### src/rtl/core/lkv_pkg.sv
// shared types and constants for the lru key-value cache
package lkv_pkg;

   localparam int KEY_W  = 32;
   localparam int DATA_W = 32;
   localparam int CAP_W  = 5;

   localparam logic [CAP_W-1:0]  CAP_RESET  = 5'd16;
   localparam logic [DATA_W-1:0] MISS_VALUE = '1;
   localparam logic [DATA_W-1:0] PUT_VALUE  = '0;

   typedef enum logic {
      OP_GET = 1'b0,
      OP_PUT = 1'b1
   } op_type;

   typedef struct packed {
      logic [KEY_W-1:0]  key;
      logic [DATA_W-1:0] data;
   } kv_entry_type;

endpackage

### src/rtl/core/lkv_store.sv
// key/data memory and age memory, one write and one registered read each
module lkv_store
   import lkv_pkg::*;
#(
   parameter int ENTRIES = 16,
   parameter int AW      = 4
) (
   input  logic         clock,
   input  logic         rd_en,
   input  logic [AW-1:0] rd_addr,
   output kv_entry_type rd_kv,
   output logic [AW-1:0] rd_age,
   input  logic         kv_we,
   input  logic [AW-1:0] kv_waddr,
   input  kv_entry_type kv_wdata,
   input  logic         age_we,
   input  logic [AW-1:0] age_waddr,
   input  logic [AW-1:0] age_wdata
);

   kv_entry_type  kv_mem [ENTRIES];
   logic [AW-1:0] age_mem [ENTRIES];

   kv_entry_type  rd_kv_ff;
   logic [AW-1:0] rd_age_ff;

   always_ff @(posedge clock) begin
      if (kv_we) begin
         kv_mem[kv_waddr] <= kv_wdata;
      end
      if (rd_en) begin
         rd_kv_ff <= kv_mem[rd_addr];
      end
   end

   always_ff @(posedge clock) begin
      if (age_we) begin
         age_mem[age_waddr] <= age_wdata;
      end
      if (rd_en) begin
         rd_age_ff <= age_mem[rd_addr];
      end
   end

   assign rd_kv  = rd_kv_ff;
   assign rd_age = rd_age_ff;

endmodule

### src/rtl/core/lkv_ctrl.sv
// sequencer: scans the entries, applies the last touch lazily, decides and answers
module lkv_ctrl
   import lkv_pkg::*;
#(
   parameter int ENTRIES = 16,
   parameter int AW      = 4,
   parameter int OW      = 5
) (
   input  logic                     clock,
   input  logic                     reset,
   input  logic [OW-1:0]            cap_eff,
   input  logic                     req_valid,
   output logic                     req_stall,
   input  logic                     req_opcode,
   input  logic signed [KEY_W-1:0]  req_lookup_key,
   input  logic signed [DATA_W-1:0] req_write_value,
   output logic                     rsp_valid,
   input  logic                     rsp_stall,
   output logic                     rsp_hit,
   output logic signed [DATA_W-1:0] rsp_read_value,
   output logic                     rd_en,
   output logic [AW-1:0]            rd_addr,
   input  kv_entry_type             rd_kv,
   input  logic [AW-1:0]            rd_age,
   output logic                     kv_we,
   output logic [AW-1:0]            kv_waddr,
   output kv_entry_type             kv_wdata,
   output logic                     age_we,
   output logic [AW-1:0]            age_waddr,
   output logic [AW-1:0]            age_wdata
);

   typedef enum logic [1:0] {
      ST_IDLE,
      ST_SCAN,
      ST_DRAIN,
      ST_DECIDE
   } state_type;

   state_type           state_ff;
   op_type              op_ff;
   logic [KEY_W-1:0]    key_ff;
   logic [DATA_W-1:0]   wval_ff;
   logic [AW-1:0]       rd_idx_ff;
   logic                p1_valid_ff;
   logic [AW-1:0]       p1_idx_ff;
   logic [ENTRIES-1:0]  valid_ff;
   logic [OW-1:0]       occ_ff;
   logic                pend_valid_ff;
   logic [AW-1:0]       pend_age_ff;
   logic [AW-1:0]       pend_slot_ff;
   logic                hit_found_ff;
   logic [AW-1:0]       hit_slot_ff;
   logic [AW-1:0]       hit_age_ff;
   logic [DATA_W-1:0]   hit_data_ff;
   logic                vic_found_ff;
   logic [AW-1:0]       vic_slot_ff;
   logic [AW-1:0]       vic_age_ff;
   logic                free_found_ff;
   logic [AW-1:0]       free_slot_ff;
   logic                rsp_valid_ff;
   logic                rsp_hit_ff;
   logic [DATA_W-1:0]   rsp_data_ff;

   logic              accept;
   logic              fire;
   logic [AW-1:0]     cur_age;
   logic              ent_valid;
   logic              ent_hit;
   logic              evict;
   logic              pend_set;
   logic [AW-1:0]     pend_age_new;
   logic [AW-1:0]     pend_slot_new;
   logic              set_valid;
   logic              out_hit;
   logic [DATA_W-1:0] out_data;
   logic              wr_kv;
   logic [AW-1:0]     wr_slot;

   assign req_stall = (state_ff != ST_IDLE);
   assign accept    = req_valid && !req_stall;
   assign fire      = (state_ff == ST_DECIDE) && (!rsp_valid_ff || !rsp_stall);

   assign rd_en   = (state_ff == ST_SCAN);
   assign rd_addr = rd_idx_ff;

   // bring the stored age up to date with the previous item's touch
   always_comb begin
      if (pend_valid_ff && p1_idx_ff == pend_slot_ff) begin
         cur_age = '0;
      end else if (pend_valid_ff && rd_age < pend_age_ff) begin
         cur_age = rd_age + AW'(1);
      end else begin
         cur_age = rd_age;
      end
   end

   assign ent_valid = valid_ff[p1_idx_ff];
   assign ent_hit   = ent_valid && (rd_kv.key == key_ff);

   assign age_we    = p1_valid_ff;
   assign age_waddr = p1_idx_ff;
   assign age_wdata = cur_age;

   // cap_eff never exceeds the entry count, so this also covers a full store
   assign evict = (occ_ff >= cap_eff);

   always_comb begin
      pend_set      = 1'b0;
      pend_age_new  = hit_age_ff;
      pend_slot_new = hit_slot_ff;
      set_valid     = 1'b0;
      wr_kv         = 1'b0;
      wr_slot       = hit_slot_ff;
      out_hit       = hit_found_ff;
      out_data      = PUT_VALUE;
      unique case (op_ff)
         OP_GET: begin
            pend_set = hit_found_ff;
            out_data = hit_found_ff ? hit_data_ff : MISS_VALUE;
         end
         OP_PUT: begin
            priority if (hit_found_ff) begin
               pend_set = 1'b1;
               wr_kv    = 1'b1;
            end else if (evict && vic_found_ff) begin
               pend_set      = 1'b1;
               pend_age_new  = vic_age_ff;
               pend_slot_new = vic_slot_ff;
               wr_kv         = 1'b1;
               wr_slot       = vic_slot_ff;
            end else if (free_found_ff) begin
               // new entry: every valid entry grows older
               pend_set      = 1'b1;
               pend_age_new  = AW'(occ_ff);
               pend_slot_new = free_slot_ff;
               set_valid     = 1'b1;
               wr_kv         = 1'b1;
               wr_slot       = free_slot_ff;
            end else begin
               pend_set = 1'b0;
            end
         end
         default: begin
            pend_set = 1'b0;
         end
      endcase
   end

   assign kv_we         = fire && wr_kv;
   assign kv_waddr      = wr_slot;
   assign kv_wdata.key  = key_ff;
   assign kv_wdata.data = wval_ff;

   always_ff @(posedge clock) begin
      if (reset) begin
         state_ff      <= ST_IDLE;
         rd_idx_ff     <= '0;
         p1_valid_ff   <= 1'b0;
         valid_ff      <= '0;
         occ_ff        <= '0;
         pend_valid_ff <= 1'b0;
         rsp_valid_ff  <= 1'b0;
         hit_found_ff  <= 1'b0;
         vic_found_ff  <= 1'b0;
         free_found_ff <= 1'b0;
      end else begin
         p1_valid_ff <= (state_ff == ST_SCAN);
         p1_idx_ff   <= rd_idx_ff;

         if (fire) begin
            rsp_valid_ff <= 1'b1;
            rsp_hit_ff   <= out_hit;
            rsp_data_ff  <= out_data;
         end else if (!rsp_stall) begin
            rsp_valid_ff <= 1'b0;
         end

         if (p1_valid_ff) begin
            if (ent_hit) begin
               hit_found_ff <= 1'b1;
               hit_slot_ff  <= p1_idx_ff;
               hit_age_ff   <= cur_age;
               hit_data_ff  <= rd_kv.data;
            end
            if (ent_valid && (!vic_found_ff || cur_age > vic_age_ff)) begin
               vic_found_ff <= 1'b1;
               vic_slot_ff  <= p1_idx_ff;
               vic_age_ff   <= cur_age;
            end
            if (!ent_valid && !free_found_ff) begin
               free_found_ff <= 1'b1;
               free_slot_ff  <= p1_idx_ff;
            end
         end

         unique case (state_ff)
            ST_IDLE: begin
               if (accept) begin
                  op_ff         <= op_type'(req_opcode);
                  key_ff        <= req_lookup_key;
                  wval_ff       <= req_write_value;
                  rd_idx_ff     <= '0;
                  hit_found_ff  <= 1'b0;
                  vic_found_ff  <= 1'b0;
                  free_found_ff <= 1'b0;
                  state_ff      <= ST_SCAN;
               end
            end
            ST_SCAN: begin
               rd_idx_ff <= rd_idx_ff + AW'(1);
               if (rd_idx_ff == AW'(ENTRIES - 1)) begin
                  state_ff <= ST_DRAIN;
               end
            end
            ST_DRAIN: begin
               state_ff <= ST_DECIDE;
            end
            ST_DECIDE: begin
               if (fire) begin
                  pend_valid_ff <= pend_set;
                  pend_age_ff   <= pend_age_new;
                  pend_slot_ff  <= pend_slot_new;
                  if (set_valid) begin
                     valid_ff[wr_slot] <= 1'b1;
                     occ_ff            <= occ_ff + OW'(1);
                  end
                  state_ff <= ST_IDLE;
               end
            end
            default: begin
               state_ff <= ST_IDLE;
            end
         endcase
      end
   end

   assign rsp_valid      = rsp_valid_ff;
   assign rsp_hit        = rsp_hit_ff;
   assign rsp_read_value = rsp_data_ff;

endmodule

### src/rtl/core/lru_key_value_cache.sv
// lru key-value cache: one get or put per item, every access a pass over the entry memories
// an accepted request scans every entry, drains the read, then decides when the response
//   register is free; no new request is taken until then, paced by the single read port of
//   the entry memories, read one entry per cycle while the previous touch is written back
// reset: valid bits, occupancy and pending touch clear at once, capacity returns to 16;
//   key, data and age memories are not cleared and need no clearing pass
module lru_key_value_cache
   import lkv_pkg::*;
#(
   parameter int ENTRIES = 16
) (
   input  logic                     clock,
   input  logic                     reset,
   input  logic                     csr_wr_en,
   input  logic [CAP_W-1:0]         csr_wr_data,
   input  logic                     req_valid,
   output logic                     req_stall,
   input  logic                     req_opcode,
   input  logic signed [KEY_W-1:0]  req_lookup_key,
   input  logic signed [DATA_W-1:0] req_write_value,
   output logic                     rsp_valid,
   input  logic                     rsp_stall,
   output logic                     rsp_hit,
   output logic signed [DATA_W-1:0] rsp_read_value
);

   localparam int AW = $clog2(ENTRIES);
   localparam int OW = $clog2(ENTRIES + 1);
   localparam int CW = (OW > CAP_W) ? OW : CAP_W;

   logic [CAP_W-1:0] capacity_ff;
   logic [CW-1:0]    cap_ext;
   logic [OW-1:0]    cap_eff;

   logic          rd_en;
   logic [AW-1:0] rd_addr;
   kv_entry_type  rd_kv;
   logic [AW-1:0] rd_age;
   logic          kv_we;
   logic [AW-1:0] kv_waddr;
   kv_entry_type  kv_wdata;
   logic          age_we;
   logic [AW-1:0] age_waddr;
   logic [AW-1:0] age_wdata;

   always_ff @(posedge clock) begin
      if (reset) begin
         capacity_ff <= CAP_RESET;
      end else if (csr_wr_en) begin
         capacity_ff <= csr_wr_data;
      end
   end

   // zero counts as one, anything above the entry count saturates
   always_comb begin
      cap_ext = CW'(capacity_ff);
      if (capacity_ff == '0) begin
         cap_eff = OW'(1);
      end else if (cap_ext > CW'(ENTRIES)) begin
         cap_eff = OW'(ENTRIES);
      end else begin
         cap_eff = OW'(cap_ext);
      end
   end

   lkv_store #(
      .ENTRIES (ENTRIES),
      .AW      (AW)
   ) u_store (
      .clock     (clock),
      .rd_en     (rd_en),
      .rd_addr   (rd_addr),
      .rd_kv     (rd_kv),
      .rd_age    (rd_age),
      .kv_we     (kv_we),
      .kv_waddr  (kv_waddr),
      .kv_wdata  (kv_wdata),
      .age_we    (age_we),
      .age_waddr (age_waddr),
      .age_wdata (age_wdata)
   );

   lkv_ctrl #(
      .ENTRIES (ENTRIES),
      .AW      (AW),
      .OW      (OW)
   ) u_ctrl (
      .clock           (clock),
      .reset           (reset),
      .cap_eff         (cap_eff),
      .req_valid       (req_valid),
      .req_stall       (req_stall),
      .req_opcode      (req_opcode),
      .req_lookup_key  (req_lookup_key),
      .req_write_value (req_write_value),
      .rsp_valid       (rsp_valid),
      .rsp_stall       (rsp_stall),
      .rsp_hit         (rsp_hit),
      .rsp_read_value  (rsp_read_value),
      .rd_en           (rd_en),
      .rd_addr         (rd_addr),
      .rd_kv           (rd_kv),
      .rd_age          (rd_age),
      .kv_we           (kv_we),
      .kv_waddr        (kv_waddr),
      .kv_wdata        (kv_wdata),
      .age_we          (age_we),
      .age_waddr       (age_waddr),
      .age_wdata       (age_wdata)
   );

endmodule
### config.mk
export PLATFORM = sky130hd
export DESIGN_NAME = lru_key_value_cache
export DESIGN_NICKNAME = d
export VERILOG_FILES = /design/src/rtl/core/lkv_pkg.sv /design/src/rtl/core/lkv_store.sv /design/src/rtl/core/lkv_ctrl.sv /design/src/rtl/core/lru_key_value_cache.sv
export SDC_FILE = /design/constraint.sdc
export NUM_CORES = 1
export LEC_CHECK = 0
export BUFFER_PORTS_ARGS = -buffer_cell sky130_fd_sc_hd__buf_4
export CAP_MARGIN = 20
export CORE_ASPECT_RATIO = 1.5
export CORE_MARGIN = 5
export CORE_UTILIZATION = 62
export DETAILED_ROUTE_END_ITERATION = 8
export GPL_ROUTABILITY_DRIVEN = 0
export GPL_TIMING_DRIVEN = 0
export PLACE_DENSITY = 0.79
export SKIP_LAST_GASP = 1
export SYNTH_ARGS = -nofsm -noshare
export SYNTH_HDL_FRONTEND = slang
export SYNTH_SLANG_ARGS = --single-unit
### constraint.sdc
create_clock -name clock -period 10.07 [get_ports clock]
set_input_delay 2.014 -clock clock [delete_from_list [all_inputs] [get_ports clock]]
set_output_delay 2.014 -clock clock [all_outputs]
set_load 0.05 [all_outputs]
# --- Word-level counts from Yosys, hierarchy flattened ---
# Memory sizes are Yosys's and may differ from the RTL's. A register that Yosys moved wholly into a read port is not among the register bits.
# Cells that the tools add are included.
# Widths: inputs -> output; s select.
op_classes:
  n_addsub: 3
  magnitude_cmp: 7
  eq_ne: 10
  n_mux: 49
  n_bitwise: 3
  n_reduce_logical: 32
ops:
  columns: ["operator", "n"]
  rows:
  - ["$mux 4", 11]
  - ["$eq 32x32->1", 1]
  - ["$mux 32", 1]
  - ["$mux 1", 27]
  - ["$reduce_and 3->1", 7]
  - ["$or 16x16->16", 1]
  - ["$logic_and 1x1->1", 10]
  - ["$lt 4x5->1 const B", 2]
  - ["$mux 5", 2]
  - ["$add 4x1->4 const B", 2]
  - ["$ne 2x1->1 const B", 4]
  - ["$pmux 2 s4", 1]
  - ["$pmux 4 s2", 1]
  - ["$logic_not 1->1", 6]
  - ["$mux 2", 3]
  - ["$reduce_and 2->1", 3]
  - ["$add 5x1->5 const B", 1]
  - ["$ge 5x5->1", 1]
  - ["$gt 5x5->1 const B", 1]
  - ["$logic_not 5->1", 1]
  - ["$bmux 1 s4", 1]
  - ["$demux 1 s4", 1]
  - ["$eq 2x2->1 const B", 2]
  - ["$eq 4x4->1", 1]
  - ["10 further kinds", 13]
totals:
  register_bits: 200
  ramBits: 1088
  in_bits: 75
  output_inout_bits: 35
  word_cells: 131
  n_memories: 2
mem_list:
  columns: ["memory", "words", "width", "rd", "rd_ports_with_merged_regs", "write_ports", "line_no", "source"]
  rows:
  - ["u_store.kv_mem", 16, 64, 1, 1, 1, "lkv_store.sv:21", "kv_entry_type kv_mem [ENTRIES];"]
  - ["u_store.age_mem", 16, 4, 1, 1, 1, "lkv_store.sv:22", "logic [AW-1:0] age_mem [ENTRIES];"]

# --- Depth between registers and ports, before layout ---
# Gate-level depths: netlist of run 1.
logic_depth:
  ltp_word: 13
  ltp_mapped: 14
  ltp_nobuf: 14

# --- Modules after synthesis ---
# A second synthesis of run 1 with hierarchy kept.
unflattened:
  hier_cells: 2352
  hier_area_um2: 50897.6
modules_own_cells:
  columns: ["module", "n_inst", "cells_per_inst", "area_each_um2", "seq_area_each_um2"]
  rows:
  - ["lkv_store", 1, 1773, 42771.0, 34713.3]
  - ["lkv_ctrl", 1, 556, 7913.8, 5525.3]
  - ["lru_key_value_cache", 1, 23, 212.7, 100.1]

# --- Worst setup path before layout of run 1 ---
# No wires, ideal clock.
synth_path:
  path_kind: "input to register"
  from: "in rsp_stall"
  to: "mem u_store.kv_mem[1][0] in the netlist's numbering (enable)"
  setup_ps: 565
  arrival_time_ps: 7167
  required_time_ps: 9505
  path_slack_ps: 2338
  cell_stages: 4
  n_path_buf: 1
  cell_sequence: "a21boi_0 -> o311ai_1 -> clkbuf_1 -> nor3_1"
synth_between:
  elab_chain_len: 6
synth_lines:
  columns: ["element", "line_no", "source"]
  rows:
  - ["start, declared", "lru_key_value_cache.sv:22", "input logic rsp_stall,"]
  - ["$logic_not 1->1", "lkv_ctrl.sv:82", "assign fire = (state_ff == ST_DECIDE) && (!rsp_valid_ff || !rsp_stall);"]
  - ["$logic_or 1x1->1", "lkv_ctrl.sv:82", null]
  - ["$logic_and 1x1->1", "lkv_ctrl.sv:82", null]
  - ["$logic_and 1x1->1", "lkv_ctrl.sv:150", "assign kv_we = fire && wr_kv;"]
  - ["$mux 1", "lkv_store.sv:28", "if (kv_we) begin"]
  - ["$mux 1 (implied by the code)", "lkv_store.sv:29", "kv_mem[kv_waddr] <= kv_wdata;"]
  - ["end, declared", "lkv_store.sv:21", null]
# No other way between the ends.

# --- Worst setup path in the final report of run 1 ---
layout_path:
  from: "in rsp_stall"
  to: "mem u_store.kv_mem[9][45] in the netlist's numbering (enable)"
# Same word-level chain as after synthesis.

==> results of run 1 <==
sequential cells by signal, indices dropped and copies added (netlist names), 5 cells and up:
signal and cells:
cap_ext 5, u_ctrl.hit_data_ff 32, u_ctrl.key_ff 32, u_ctrl.occ_ff 5, u_ctrl.rsp_read_value 32, u_ctrl.valid_ff 16
u_ctrl.wval_ff 32, u_store.age_mem 64, u_store.kv_mem 1024, u_store.rd_kv 64
synthesized netlist by cell type (all sizes together) (6+ instances only):
master	n
a21oi	45
clkbuf	55
nand2b	10
nor3	21
mux4	340
o21ai	14
nand4	10
buf	44
ha	19
nand2	32
o2bb2ai	11
dfxtp	38
nor2b	11
nand3	8
nor2	57
xnor2	40
and3	6
a22oi	6
edfxtp	1318
mux2i	12
inv	53
report_power, final:
group          switching, W  total, W  internal [W]
registers          0.000222   0.00678       0.00656
clock network       0.00205   0.00452       0.00247
logic              0.000894   0.00166      0.000762
critical path: stages:
cell      delay [ps]
buf_4            120
a21boi_0         470
o311ai_1         400
nor3_2           720
buf_4            350
buf_6            210
buf_6            180
buf_6            200
buf_6            190
buf_6            180
buf_6            180
layout make-up:
| class | instances | area [um2] | share of cell area (%) |
|---|---|---|---|
| Clock inverter | 69 | 689 | 1.17 |
| Clock buffer | 141 | 3080 | 5.22 |
| Tap cell | 1048 | 1310 | 2.22 |
| Sequential cell | 1356 | 40300 | 68.4 |
| Timing Repair Buffer | 242 | 2510 | 4.26 |
| Multi-Input combinational cell | 709 | 10300 | 17.5 |
| Buffer | 99 | 533 | 0.903 |
| Inverter | 53 | 199 | 0.337 |
kinds of logic (layout without fill, tap and decap cells):
family	count (synthesis)	count (layout)	synth area share, %
and+or+nand+nor	172	172	1.68
AOI/OAI and AO/OA	118	118	1.73
xor gates and xnor gates	43	43	0.734
DFF	1356	1356	78.7
buffers and inverters	152	604	1.43
muxes	357	357	15.3
adders and majority gates	19	19	0.464
metal layers:
metal	vias to the layer above	GRT usage, %	part of all wire, %	routed length [um]
met5	-	0	0.0060	8
met4	2	12.3	4.7	6230
met3	443	6.18	11	14400
met2	2277	51.2	52	68700
met1	13500	38.9	33	43600
li1	10000	-	-	-
cell usage in the layout (no fill, tap or decap), drive strengths merged, types with 21 or more instances in the layout:
master	count
mux4	340
buf	285
dfxtp	38
xnor2	40
clkbuf	197
edfxtp	1318
nor3	21
inv	60
clkinv	43
a21oi	45
nand2	32
nor2	57
worst max-delay path by stage:
stage	endpoint	from
2_1_floorplan	u_store.kv_mem[1][0]	rsp_stall
3_3_place_gp	u_store.kv_mem[1][40]	rsp_stall
3_5_place_dp	u_store.kv_mem[9][41]	rsp_stall
4_1_cts	u_ctrl.vic_slot_ff[1]	u_ctrl.age_waddr[3]
5_1_grt	u_store.kv_mem[9][44]	rsp_stall
6_report	u_store.kv_mem[9][45]	rsp_stall
through the flow:
step	TNS, ps	hold WS (ps)
final	0	422
after global routing	0	425
after CTS	0	419
after detailed placement	0	405
after global placement	-2901430	402
after floorplan	0	400
==> impl_metrics.env, run 1 <==
export IMPL_status="complete, no violations"
export IMPL_syn_area_um2=51300
export IMPL_die_height_um=362
export IMPL_cts_max_path_buffers=3
export IMPL_dp_cells=3496
export IMPL_finalNonFillerCells=3717
export IMPL_p_per_area_nw_per_um2=220
export IMPL_ys_seq_elements=1356
export IMPL_cts_setup_buffers=0
export IMPL_hold_buffers=0
export IMPL_arrival_ps=5270
export IMPL_startpoint_type="input pin"
export IMPL_hold_start="u_store.rd_kv[19]"
export IMPL_synth_edff_count=1318
export IMPL_fmax_mhz=206
export IMPL_slew_headroom_pct=22.7
export IMPL_coreArea_um2=82300
export IMPL_ys_seq_area_share_pct=78.7
export IMPL_setup_worst_path_class="input pin to register"
export IMPL_pre_cts_ws_ps=4600
export IMPL_reg2reg_depth=18
export IMPL_min_period_over_period_pct=48.2
export IMPL_first_pass_iters=5
export IMPL_r2r_start="cap_ext[1]"
export IMPL_critPathMaxFanout=10
export IMPL_die_w_um=245
export IMPL_overflow=0
export IMPL_synthesis_nets=2311
export IMPL_synth_area_leaders="edfxtp_1 (77%), mux4_2 (15%), dfxtp_1 (1.5%)"
export IMPL_whs_path_depth=0
export IMPL_drt_wl_total_um=133000
export IMPL_final_area_um2=59000
export IMPL_vias=26300
export IMPL_finClkSkew_ps=39.0
export IMPL_clk_pin_slew_ps=70
export IMPL_rsz0062_at_grt="false"
export IMPL_h_tree_depth=3
export IMPL_synth_top_area_share_pct=77.2
export IMPL_fill_cells=4303
export IMPL_cts_buffers_inserted=116
export IMPL_ctsRootBufferMaster="clkbuf_16"
export IMPL_p_leak_nw=18.6
export IMPL_portBuffers=108
export IMPL_cap_viol_max_count=0
export IMPL_die_area_um2=88700
export IMPL_synthArstFlopShare_pct=0
export IMPL_tritoncts="built"
export IMPL_finalNetCount=2671
export IMPL_hold_viol_final=0
export IMPL_syn_inst=2217
export IMPL_drt_iter0_markers=4235
export IMPL_synth_cell_types=68
export IMPL_ys_flop_type="edfxtp_1"
export IMPL_antenna_found_initial=3
export IMPL_cts_resized=0
export IMPL_postRouteAntennaNets=0
export IMPL_initial_core_util_pct=62.3
export IMPL_wire_per_inst_um=35.7
export IMPL_place_detailed_hpwl_um=78300
export IMPL_place_area_um2=55100
export IMPL_grt_pass1_vias=27300
export IMPL_syn2layout_area_growth_pct=15.1
export IMPL_drive_gt1_share_pct=31.7
export IMPL_num_rows=129
export IMPL_hp_class="register to register"
export IMPL_vdd_drop_max_mv=0.155
export IMPL_fin_ws_ps=5210
export IMPL_hold_end="u_ctrl.hit_data_ff[19]"
export IMPL_clkSinkCount=1356
export IMPL_pin_count=110
export IMPL_syn_avg_cell_area_um2=23.1
export IMPL_required_ps=10480
export IMPL_antenna_cells=0
export IMPL_viasPerCell=7.07
export IMPL_maxSlewViolCount=0
export IMPL_final_util_pct=71.7
export IMPL_r2r_setup_slack_ps=5350
export IMPL_drc=0
export IMPL_grt_start_max_net_pins=43
export IMPL_grt_pass1_wl_um=192000
export IMPL_grt_total_usage_pct=30.2
export IMPL_finalSetupViolCount=0
export IMPL_min_period_ps=4860
export IMPL_worst_slew_pin_slew_ps=1160
export IMPL_yosysWarningCount=0
export IMPL_p_total_w=0.0130
export IMPL_clk_insertion_delay_late_ps=740
export IMPL_crit_reg2reg_capture="u_store.kv_mem[9][45]"
export IMPL_synth_area_leader_cell="edfxtp_1"
export IMPL_end_kind="register"
Note: power is estimated with default switching activity, not from simulation.
==> run 2, diff against run 1 <==
==> constraint.sdc (replaced) <==
create_clock -name clock -period 4.98 [get_ports clock]
set_input_delay 0.996 -clock clock [delete_from_list [all_inputs] [get_ports clock]]
set_output_delay 0.996 -clock clock [all_outputs]
set_load 0.05 [all_outputs]
==> run 2 against run 1 <==
Against the previous run: combinational power is 100% higher; worst setup slack worse by 4700 ps; sequential power is 100% higher; global-route usage is 0.78 points higher; register-to-register slack worse by 4800 ps; sequential share of layout area is 0.14 points lower; cell area is 0.20% higher; final cell count is 0.62% lower; routed wire length is 2.4% higher; clock skew is 7.5 ps higher; flip-flop and latch count stayed put; critical path type is now register to register; critical endpoint is now u_ctrl.vic_age_ff[1]; largest cell class unchanged.
==> impl_metrics.env, run 2 (same netlist as run 1, synthesis figures left out) <==
export IMPL_p_seq_share_pct=52.6
export IMPL_finalSetupViolCount=0
export IMPL_critPathMaxFanout=10
export IMPL_min_period_ps=4430
export IMPL_final_common_cell="edfxtp_1"
export IMPL_cp_cell_sequence="buf_2, buf_2, xor2_1, nor4_1, nor2_1, ha_1, nor2b_1, o21ai_0, nand2b_1, a21oi_1, a41o_1, a21oi_1"
export IMPL_overflow=0
export IMPL_grt_start_max_net_pins=46
export IMPL_grt_total_usage_pct=30.9
export IMPL_portBuffers=108
export IMPL_cap_viol_max_count=0
export IMPL_r2r_start="u_ctrl.age_waddr[3]"
export IMPL_maxSlewViolCount=0
export IMPL_hold_start="u_store.rd_kv[5]"
export IMPL_slew_headroom_pct=17.2
export IMPL_p_comb_share_pct=13.0
export IMPL_end_kind="register"
export IMPL_swShare_pct=24.5
export IMPL_h_tree_depth=3
export IMPL_cp_slowest_stage_delay_ps=860
export IMPL_drc=0
export IMPL_viasPerCell=7.13
export IMPL_pre_cts_ws_ps=452
export IMPL_drive_gt1_share_pct=30.9
export IMPL_hp_class="register to register"
export IMPL_vdd_drop_max_mv=0.353
export IMPL_hold_end="u_ctrl.hit_data_ff[5]"
export IMPL_drt_wl_total_um=136000
export IMPL_grt_pass1_wl_um=194000
export IMPL_largest_reg_flops=1024
export IMPL_clk_insertion_delay_late_ps=730
export IMPL_layout_common_cells="edfxtp_1 (1318), mux4_2 (340), buf_4 (133)"
export IMPL_crit_reg2reg_capture="u_ctrl.vic_age_ff[1]"
export IMPL_die_area_um2=88700
export IMPL_startpoint_type="register"
export IMPL_syn2layout_area_growth_pct=15.3
export IMPL_coreArea_um2=82300
export IMPL_pin_count=110
export IMPL_cts_buffers_inserted=114
export IMPL_whs_path_depth=0
export IMPL_cts_resized=0
export IMPL_wire_per_inst_um=36.8
export IMPL_hold_buffers=0
export IMPL_p_clk_share_pct=34.4
export IMPL_min_period_over_period_pct=89.0
export IMPL_die_height_um=362
export IMPL_required_ps=5310
export IMPL_place_area_um2=55300
export IMPL_place_detailed_hpwl_um=78300
export IMPL_cts_max_path_buffers=3
export IMPL_final_util_pct=71.8
export IMPL_finClkSkew_ps=46.5
export IMPL_arrival_ps=4760
export IMPL_fmax_mhz=226
export IMPL_finalNetCount=2648
export IMPL_rsz0062_at_grt="false"
export IMPL_path_delay_family="simple AND/OR/NAND/NOR gates"
export IMPL_cts_setup_buffers=0
export IMPL_p_total_w=0.0261
export IMPL_initial_core_util_pct=62.3
export IMPL_r2r_setup_slack_ps=550
export IMPL_clk_pin_slew_ps=60
export IMPL_die_w_um=245
export IMPL_critPathSlowestCell="nor4_1"
export IMPL_hold_slack_ps=419
export IMPL_hold_viol_final=0
export IMPL_reg2reg_depth=12
export IMPL_p_leak_nw=18.6
export IMPL_tritoncts="built"
export IMPL_intPower_w=0.0197
export IMPL_switchingPower_w=0.00638
export IMPL_worst_slew_pin_slew_ps=1230
export IMPL_setup_worst_path_class="register to register"
export IMPL_vias=26300
export IMPL_drt_iter0_markers=4328
export IMPL_first_pass_iters=8
export IMPL_p_per_area_nw_per_um2=441
export IMPL_top_register="u_store.kv_mem"
export IMPL_final_area_um2=59100
export IMPL_fin_ws_ps=550
export IMPL_crit_buf_inv=2
export IMPL_status="complete, no violations"
export IMPL_grt_pass1_vias=27000
export IMPL_num_rows=129
export IMPL_postRouteAntennaNets=0
export IMPL_clkSinkCount=1356
export IMPL_ctsRootBufferMaster="clkbuf_16"
export IMPL_antenna_found_initial=2
## run 2: cell count changes in the layout (fill, tap and decap cells not counted), sizes merged
cell	before	now
buf	285	264
clkinvlp	8	3
clkbuf	197	199
clkinv	43	45
bufinv	11	10
diode	0	1
inv	60	59
## run 2: cell type report
cell class / count / area (um2)
Clock inverter: 64 / 612
Antenna cell: 1 / 2.50
Clock buffer: 143 / 3060
Buffer: 99 / 533
Inverter: 53 / 199
Sequential cell: 1356 / 40300
Timing Repair Buffer: 221 / 2690
Fill cell: 4286 / 23200
Tap cell: 1048 / 1310
Multi-Input combinational cell: 709 / 10400
## run 2: how the worst max path moves through the flow
| stage | startpoint | end | slack [ps] | cells past startpoint |
|---|---|---|---|---|
| floorplan | cap_ext[1] | u_store.kv_mem[13][0] | -1850 | 11 |
| CTS | u_ctrl.age_waddr[3] | u_ctrl.vic_age_ff[1] | 450 | 11 |
| global route | u_ctrl.age_waddr[3] | u_ctrl.vic_age_ff[0] | 370 | 12 |
| detailed placement | u_ctrl.age_waddr[3] | u_ctrl.vic_slot_ff[1] | 450 | 11 |
| global placement | rsp_stall | u_store.kv_mem[3][40] | -8070 | 5 |
| finish | u_ctrl.age_waddr[3] | u_ctrl.vic_age_ff[1] | 550 | 12 |
## run 2: through the flow
| step | TNS [ps] | instances |
|---|---|---|
| finish | 0 | 3694 |
| global route | 0 | 3693 |
| CTS | 0 | 3684 |
| detailed placement | 0 | 3477 |
| global placement | -5447950 | 3373 |
| floorplan | -732720 | 2217 |
## run 2: power groups by stage
stage | registers, W | clock network, W | logic, W
final | 0.0137 | 0.00896 | 0.00339
after global routing | 0.0138 | 0.00952 | 0.00355
after CTS | 0.0137 | 0.00902 | 0.00337
after detailed placement | 0.0139 | 0 | 0.00325
after global placement | 0.0139 | 0 | 0.00309
after floorplan | 0.0138 | 0 | 0.00223
## run 2: layer usage
metal	GRT usage [%]	part of all wire, %	vias to the layer above
li1	-	-	9959
met1	39.8	33	13600
met2	52.5	52	2305
met3	5.87	11	440
met4	13.6	5.2	2
met5	0	0.0096	-
## run 2: worst register-to-register path, stage by stage (launching register included)
cell	delay, ps
edfxtp_1	470
buf_2	230
buf_2	200
xor2_1	160
nor4_1	860
nor2_1	430
ha_1	420
nor2b_1	120
o21ai_0	70
nand2b_1	80
a21oi_1	60
a41o_1	210
a21oi_1	730
